<file path="config.mk">
export PLATFORM = sky130hd
export DESIGN_NAME = dxt_block_decoder_unit
export DESIGN_NICKNAME = d
export VERILOG_FILES = /design/src/rtl/core/dxtbd_pkg.sv /design/src/rtl/core/dxtbd_front.sv /design/src/rtl/core/dxtbd_fifo.sv /design/src/rtl/core/dxtbd_back.sv /design/src/rtl/core/dxt_block_decoder_unit.sv
export SDC_FILE = /design/constraint.sdc
export NUM_CORES = 2
export LEC_CHECK = 0
export CAP_MARGIN = 10
export CORE_MARGIN = 3
export CORE_UTILIZATION = 30
export CTS_CLUSTER_SIZE = 28
export DETAILED_ROUTE_END_ITERATION = 8
export DONT_BUFFER_PORTS = 1
export REMOVE_ABC_BUFFERS = 1
export SLEW_MARGIN = 10
export SYNTH_ARGS = -nofsm -noshare
export SYNTH_HDL_FRONTEND = slang
export SYNTH_SLANG_ARGS = --single-unit
</file>
<file path="constraint.sdc">
create_clock -name clk_i -period 17.9 [get_ports clk_i]
set_input_delay 1.79 -clock clk_i [delete_from_list [all_inputs] [get_ports clk_i]]
set_output_delay 1.79 -clock clk_i [all_outputs]
set_load 0.03 [all_outputs]
</file>
<file path="src/rtl/core/dxtbd_pkg.sv">
// shared types and color arithmetic for the dxt block decoder
`timescale 1ns / 1ps
`default_nettype none

package dxtbd_pkg;

  localparam int unsigned NumTexels = 16;
  localparam logic [3:0]  LastTexel = 4'd15;

  // one decoded block as it travels from the front end to the texel emitter
  typedef struct packed {
    logic             cmd;
    logic [31:0]      index_bits;
    logic [63:0]      alpha_bits;
    logic [3:0][7:0]  pal_r;
    logic [3:0][7:0]  pal_g;
    logic [3:0][7:0]  pal_b;
    logic [3:0][7:0]  pal_a;
  } blk_t;

  // floor(v*255/31): reciprocal multiply, exact for every 5-bit input
  function automatic logic [7:0] widen5(input logic [4:0] v);
    logic [12:0] x;
    logic [26:0] p;
    x = 13'(v) * 13'd255;
    p = 27'(x) * 27'd8457;
    return p[25:18];
  endfunction

  // floor(v*255/63): reciprocal multiply, exact for every 6-bit input
  function automatic logic [7:0] widen6(input logic [5:0] v);
    logic [13:0] x;
    logic [29:0] p;
    x = 14'(v) * 14'd255;
    p = 30'(x) * 30'd16645;
    return p[27:20];
  endfunction

  // floor(x/3) for x below 768
  function automatic logic [7:0] div3(input logic [9:0] x);
    logic [19:0] p;
    p = 20'(x) * 20'd683;
    return p[18:11];
  endfunction

endpackage

`default_nettype wire

</file>
<file path="src/rtl/core/dxtbd_front.sv">
// front end: takes a compressed block, widens endpoints, builds the palette
`timescale 1ns / 1ps
`default_nettype none

module dxtbd_front (
  input  wire logic           clk_i,
  input  wire logic           rst_ni,
  input  wire logic           in_valid_i,
  output logic                in_stall_o,
  input  wire logic           cmd_i,
  input  wire logic [15:0]    color0_i,
  input  wire logic [15:0]    color1_i,
  input  wire logic [31:0]    index_bits_i,
  input  wire logic [63:0]    alpha_bits_i,
  input  wire logic           full_i,
  output logic                push_o,
  output dxtbd_pkg::blk_t     entry_o
);

  logic        valid_q, valid_d;
  logic        accept;
  logic        cmd_q, gt_q;
  logic [31:0] idx_q;
  logic [63:0] alpha_q;
  logic [7:0]  r0_q, g0_q, b0_q, r1_q, g1_q, b1_q;

  assign in_stall_o = valid_q && full_i;
  assign accept     = in_valid_i && !in_stall_o;
  assign push_o     = valid_q && !full_i;

  always_comb begin
    valid_d = valid_q;
    if (accept) begin
      valid_d = 1'b1;
    end else if (push_o) begin
      valid_d = 1'b0;
    end
  end

  always_ff @(posedge clk_i or negedge rst_ni) begin
    if (!rst_ni) begin
      valid_q <= 1'b0;
    end else begin
      valid_q <= valid_d;
    end
  end

  always_ff @(posedge clk_i) begin
    if (accept) begin
      cmd_q   <= cmd_i;
      gt_q    <= color0_i > color1_i;
      idx_q   <= index_bits_i;
      alpha_q <= alpha_bits_i;
      r0_q    <= dxtbd_pkg::widen5(color0_i[15:11]);
      g0_q    <= dxtbd_pkg::widen6(color0_i[10:5]);
      b0_q    <= dxtbd_pkg::widen5(color0_i[4:0]);
      r1_q    <= dxtbd_pkg::widen5(color1_i[15:11]);
      g1_q    <= dxtbd_pkg::widen6(color1_i[10:5]);
      b1_q    <= dxtbd_pkg::widen5(color1_i[4:0]);
    end
  end

  // blend entries: thirds when color0 > color1, else average plus transparent magenta
  function automatic logic [7:0] third(input logic [7:0] a, input logic [7:0] b);
    logic [9:0] s;
    s = {1'b0, a, 1'b0} + {2'b00, b};
    return dxtbd_pkg::div3(s);
  endfunction

  function automatic logic [7:0] half(input logic [7:0] a, input logic [7:0] b);
    logic [8:0] s;
    s = {1'b0, a} + {1'b0, b};
    return s[8:1];
  endfunction

  always_comb begin
    entry_o.cmd        = cmd_q;
    entry_o.index_bits = idx_q;
    entry_o.alpha_bits = alpha_q;
    entry_o.pal_r[0]   = r0_q;
    entry_o.pal_g[0]   = g0_q;
    entry_o.pal_b[0]   = b0_q;
    entry_o.pal_a[0]   = 8'hFF;
    entry_o.pal_r[1]   = r1_q;
    entry_o.pal_g[1]   = g1_q;
    entry_o.pal_b[1]   = b1_q;
    entry_o.pal_a[1]   = 8'hFF;
    entry_o.pal_a[2]   = 8'hFF;
    if (gt_q) begin
      entry_o.pal_r[2] = third(r0_q, r1_q);
      entry_o.pal_g[2] = third(g0_q, g1_q);
      entry_o.pal_b[2] = third(b0_q, b1_q);
      entry_o.pal_r[3] = third(r1_q, r0_q);
      entry_o.pal_g[3] = third(g1_q, g0_q);
      entry_o.pal_b[3] = third(b1_q, b0_q);
      entry_o.pal_a[3] = 8'hFF;
    end else begin
      entry_o.pal_r[2] = half(r0_q, r1_q);
      entry_o.pal_g[2] = half(g0_q, g1_q);
      entry_o.pal_b[2] = half(b0_q, b1_q);
      entry_o.pal_r[3] = 8'hFF;
      entry_o.pal_g[3] = 8'h00;
      entry_o.pal_b[3] = 8'hFF;
      entry_o.pal_a[3] = 8'h00;
    end
  end

endmodule

`default_nettype wire

</file>
<file path="src/rtl/core/dxtbd_fifo.sv">
// two-entry queue of decoded blocks between front end and texel emitter
`timescale 1ns / 1ps
`default_nettype none

module dxtbd_fifo (
  input  wire logic             clk_i,
  input  wire logic             rst_ni,
  input  wire logic             push_i,
  input  wire dxtbd_pkg::blk_t  entry_i,
  output logic                  full_o,
  input  wire logic             pop_i,
  output logic                  empty_o,
  output dxtbd_pkg::blk_t       head_o
);

  dxtbd_pkg::blk_t mem_q [2];
  logic            wr_ptr_q, wr_ptr_d;
  logic            rd_ptr_q, rd_ptr_d;
  logic [1:0]      count_q, count_d;
  logic            do_push, do_pop;

  assign full_o  = count_q == 2'd2;
  assign empty_o = count_q == 2'd0;
  assign do_push = push_i && !full_o;
  assign do_pop  = pop_i && !empty_o;
  assign head_o  = mem_q[rd_ptr_q];

  always_comb begin
    wr_ptr_d = do_push ? ~wr_ptr_q : wr_ptr_q;
    rd_ptr_d = do_pop ? ~rd_ptr_q : rd_ptr_q;
    count_d  = count_q;
    if (do_push && !do_pop) begin
      count_d = count_q + 2'd1;
    end else if (do_pop && !do_push) begin
      count_d = count_q - 2'd1;
    end
  end

  always_ff @(posedge clk_i or negedge rst_ni) begin
    if (!rst_ni) begin
      wr_ptr_q <= 1'b0;
      rd_ptr_q <= 1'b0;
      count_q  <= 2'd0;
    end else begin
      wr_ptr_q <= wr_ptr_d;
      rd_ptr_q <= rd_ptr_d;
      count_q  <= count_d;
    end
  end

  always_ff @(posedge clk_i) begin
    if (do_push) begin
      mem_q[wr_ptr_q] <= entry_i;
    end
  end

endmodule

`default_nettype wire

</file>
<file path="src/rtl/core/dxtbd_back.sv">
// texel emitter: walks the sixteen indices of the head block into the output register
`timescale 1ns / 1ps
`default_nettype none

module dxtbd_back (
  input  wire logic             clk_i,
  input  wire logic             rst_ni,
  input  wire logic             empty_i,
  input  wire dxtbd_pkg::blk_t  head_i,
  output logic                  pop_o,
  output logic                  out_valid_o,
  input  wire logic             out_stall_i,
  output logic [3:0]            texel_o,
  output logic [7:0]            red_o,
  output logic [7:0]            green_o,
  output logic [7:0]            blue_o,
  output logic [7:0]            alpha_o,
  output logic                  last_o
);

  logic       valid_q, valid_d;
  logic [3:0] cnt_q, cnt_d;
  logic       advance, load;
  logic [1:0] sel;
  logic [3:0] nib;
  logic [7:0] alpha_d;

  assign advance = !valid_q || !out_stall_i;
  assign load    = advance && !empty_i;
  assign pop_o   = load && (cnt_q == dxtbd_pkg::LastTexel);
  assign sel     = head_i.index_bits[{cnt_q, 1'b0} +: 2];
  assign nib     = head_i.alpha_bits[{cnt_q, 2'b00} +: 4];
  assign alpha_d = head_i.cmd ? {nib, nib} : head_i.pal_a[sel];

  always_comb begin
    valid_d = advance ? !empty_i : valid_q;
    cnt_d   = load ? cnt_q + 4'd1 : cnt_q;
  end

  always_ff @(posedge clk_i or negedge rst_ni) begin
    if (!rst_ni) begin
      valid_q <= 1'b0;
      cnt_q   <= 4'd0;
    end else begin
      valid_q <= valid_d;
      cnt_q   <= cnt_d;
    end
  end

  always_ff @(posedge clk_i) begin
    if (load) begin
      texel_o <= cnt_q;
      red_o   <= head_i.pal_r[sel];
      green_o <= head_i.pal_g[sel];
      blue_o  <= head_i.pal_b[sel];
      alpha_o <= alpha_d;
      last_o  <= cnt_q == dxtbd_pkg::LastTexel;
    end
  end

  assign out_valid_o = valid_q;

endmodule

`default_nettype wire

</file>
<file path="src/rtl/core/dxt_block_decoder_unit.sv">
// the first texel of a block passes through the front register and a queue entry into the output register
// throughput: one texel per cycle while a block is queued and the output is not stalled,
//   set by the single texel emitter draining the block queue
// up to four blocks may be in flight (front register, two queue entries, emitter)
// reset clears all valid flags, queue pointers and the texel counter; data registers keep junk
`timescale 1ns / 1ps
`default_nettype none

module dxt_block_decoder_unit (
  input  wire logic         clk_i,
  input  wire logic         rst_ni,
  input  wire logic         in_valid_i,
  output logic              in_stall_o,
  input  wire logic         cmd_i,
  input  wire logic [15:0]  color0_i,
  input  wire logic [15:0]  color1_i,
  input  wire logic [31:0]  index_bits_i,
  input  wire logic [63:0]  alpha_bits_i,
  output logic              out_valid_o,
  input  wire logic         out_stall_i,
  output logic [3:0]        texel_o,
  output logic [7:0]        red_o,
  output logic [7:0]        green_o,
  output logic [7:0]        blue_o,
  output logic [7:0]        alpha_o,
  output logic              last_o
);

  dxtbd_pkg::blk_t push_entry;
  dxtbd_pkg::blk_t head_entry;
  logic            push, full, pop, empty;

  dxtbd_front u_front (
    .clk_i        (clk_i),
    .rst_ni       (rst_ni),
    .in_valid_i   (in_valid_i),
    .in_stall_o   (in_stall_o),
    .cmd_i        (cmd_i),
    .color0_i     (color0_i),
    .color1_i     (color1_i),
    .index_bits_i (index_bits_i),
    .alpha_bits_i (alpha_bits_i),
    .full_i       (full),
    .push_o       (push),
    .entry_o      (push_entry)
  );

  dxtbd_fifo u_fifo (
    .clk_i   (clk_i),
    .rst_ni  (rst_ni),
    .push_i  (push),
    .entry_i (push_entry),
    .full_o  (full),
    .pop_i   (pop),
    .empty_o (empty),
    .head_o  (head_entry)
  );

  dxtbd_back u_back (
    .clk_i       (clk_i),
    .rst_ni      (rst_ni),
    .empty_i     (empty),
    .head_i      (head_entry),
    .pop_o       (pop),
    .out_valid_o (out_valid_o),
    .out_stall_i (out_stall_i),
    .texel_o     (texel_o),
    .red_o       (red_o),
    .green_o     (green_o),
    .blue_o      (blue_o),
    .alpha_o     (alpha_o),
    .last_o      (last_o)
  );

endmodule

`default_nettype wire

</file>
==> results.toml <==
[setup_path]
required_ns = 18.26
worstSetupEndpointType = "register"
setup.worst_path.start_class = "primary input"
worstPathArrival_ns = 9.39
timing.critical_path.mode_cell = "ha_1"
slowest_stage_cell_cp = "fa_1"
slowest_delay_ns = 0.65
critical_path_class = "in -> reg"
critical_path_maximum_fanout = 6

[floorplan]
chipHeight_um = 398
dieArea_mm2 = 0.158
die_w_um = 398
core_area_mm2 = 0.152
io-pin-count = 172
std_cell_rows = 143
initial_core_util_pct = 30.3

[global_routing]
grt_max_degree = 76
first_pass_grt_wire_length_um = 154000
antenna_found_initial = 11
overflow = 0
global_route.usage.total_pct = 12.3
number_of_global_route_vias_before_repair = 28270

[drt]
antenna_violating_nets_post_route = 0
drt-initial-drc-count = 1271
detail_route.wirelength_um = 96900
drt_pre_antenna_iters = 5
route.detailed.wl_per_inst_um = 16.9
routed-via-count = 27079
route.detailed.vias_per_inst = 4.71
route.detailed.drc = 0

[min_path]
holdCritPathClass = "reg -> reg"

[synthesis]
yosysTopAreaCellShare_pct = 36.9
netlist.top_cell.by_area = "edfxtp_1"
synth-async-reset-ratio_pct = 1.73
synth.lib_cells_used.distinct = 68
syn-instance-count = 3618
synth.yosys.seq_area_share_pct = 37.5
syn-mean-instance-area_um2 = 12.7
synthTopCellsByArea = "edfxtp_1, ha_1, fa_1, inv_1, xnor2_1"
ys.warnings.count = 0
synth_seq_cells = 577
ys.flop_type = "edfxtp_1"
synth_enable_flop_cells = 567
post_synth_instance_area_mm2 = 0.0461

[cts]
cts.reportedPaths.clkPinSlew_ns = 0.06
hold_buffers = 0
cts.sinks = 577
worstSkewPairLatency_ns = 0.62
cts_buffers = 69
cts-htree-levels = 3
post_cts.resized_instances = 0
tritoncts_clock_tree = "yes"
cts.repair_timing.setup_buffer_count = 0
cts-root-buf = "clkbuf_16"
clockBufferDepth = 3

[timing]
finalHoldViolCount = 0
max_slew_margin_pct = 27.0
setup_repair_after_global_routing_missed_its_margin = "no"
finClkSkew_ns = 0.0299
count_of_final_setup_violators = 0
transition_at_the_pin_with_the_smallest_max_transition_slack_ns = 1.10
max_freq_mhz = 111
period_share_pct = 50.5
period_minus_slack_ns = 9.03
setup-tns-final_ns = 0
finalMaxSlewViolations = 0

[finish]
layout-area-overhead-vs-synth_pct = 10.5
drive_above_1_share_pct = 5.86
num-nets-final = 4982

[placed_design]
io_buffers = 0
routabilityCongestion = 0.805
final_hpwl_dp_um = 75300

[run]
max_cap_viols = 0

[run_status]
status = "completed"
-- layout by cell type (no fill, tap or decap), types with 52 or more instances in the layout --
master	count
edfxtp_1	567
a21oi_1	145
clkbuf_16	70
a21o_1	65
mux2i_1	119
nand2_1	109
ha_1	936
nor2_1	121
xnor2_1	142
inv_1	428
mux4_2	52
o21ai_0	81
fa_1	259
xor2_1	62
-- layer usage --
metal,vias to the layer above,GRT usage [%],routed length (µm)
li1,13321,-,-
met1,13217,16.4,44800
met2,439,20.5,45300
met3,100,2.33,5100
met4,2,3.08,1790
met5,-,0,13
-- sequential cells by signal, summed over array words and instances (netlist names), 2 cells and up --
register,count
u_back.alpha_o,4
u_front.b0_q,8
u_front.g0_q,8
u_back.red_o,8
u_front.g1_q,8
u_front.alpha_q,64
u_back.cnt_q,4
u_front.b1_q,8
u_fifo.mem_q,388
u_back.green_o,8
u_front.r1_q,8
u_fifo.count_q,2
u_front.idx_q,32
u_front.r0_q,8
u_back.blue_o,8
u_back.texel_o,4
-- area by class of cell --
cell class,instances,area (µm²)
fillers,14869,101000
multi-input cells,2560,27000
diodes,11,27.5
inverters,428,1610
flip-flops and latches,577,17300
clock buffers,74,1770
repair buffers,18,135
clock inverters,49,589
well taps,2030,2540
-- worst max-delay path, delay by kind of cell --
| family | cells | cell delay [ns] |
|---|---|---|
| adder cells (fa/ha/maj) | 11 | 4.28 |
| AO/OA/AOI/OAI | 8 | 2.06 |
| XOR/XNOR | 2 | 0.53 |
| AND/OR/NAND/NOR | 4 | 0.47 |
| buffers and inverters | 4 | 0.27 |
-- path summary, 6_finish.rpt --
check	endpoint	from	cells past startpoint	slack [ns]
setup / recovery	u_front.g0_q[4]	color0_i[8]	29	8.87
hold / removal	u_fifo.mem_q[0][186]	u_front.idx_q[18]	0	0.44
setup reg to reg	u_fifo.mem_q[0][93]	u_front.r0_q[0]	23	10.28
hold reg to reg	u_fifo.mem_q[0][186]	u_front.idx_q[18]	0	0.44
max in group asynchronous	u_fifo.rd_ptr_q	rst_ni	0	16.96
min in group asynchronous	u_fifo.count_q[0]	rst_ni	0	0.86
-- logic make-up after synthesis --
family / synth area share (%)
compound gates: 7.73
xor+xnor: 4.02
fa+ha+maj: 36.6
buf+inv: 4.11
flops: 37.5
mux: 5.44
simple gates: 4.61
-- per-stage QoR --
step | std cells | util [%] | setup slack (ns) | area, µm² | hold WS (ns)
2_1_floorplan | 3565 | - | 6.63 | 45800 | 0.421
3_3_place_gp | 5613 | 31.9 | 8.23 | 48600 | 0.422
3_5_place_dp | 5613 | 31.9 | 8.21 | 48600 | 0.429
4_1_cts | 5736 | 33.5 | 8.85 | 50900 | 0.441
5_1_grt | 5737 | 33.5 | 8.22 | 50900 | 0.449
6_report | 5747 | 33.5 | 8.87 | 51000 | 0.437
-- synthesized netlist by cell type, drive strengths merged (19+ instances only) --
master / instances
nor3: 34
xor2: 62
a22o: 49
xnor2: 142
nor2: 123
a21o: 65
ha: 936
o21a: 28
o21ai: 81
mux2i: 120
a21oi: 146
fa: 259
clkbuf: 25
nand2: 109
and2: 27
nand3: 39
mux4: 52
a211oi: 19
o21bai: 32
inv: 428
buf: 28
edfxtp: 567
Power is not shown: default switching activity piles up to over one toggle a cycle in this logic, so the estimate is an artifact.
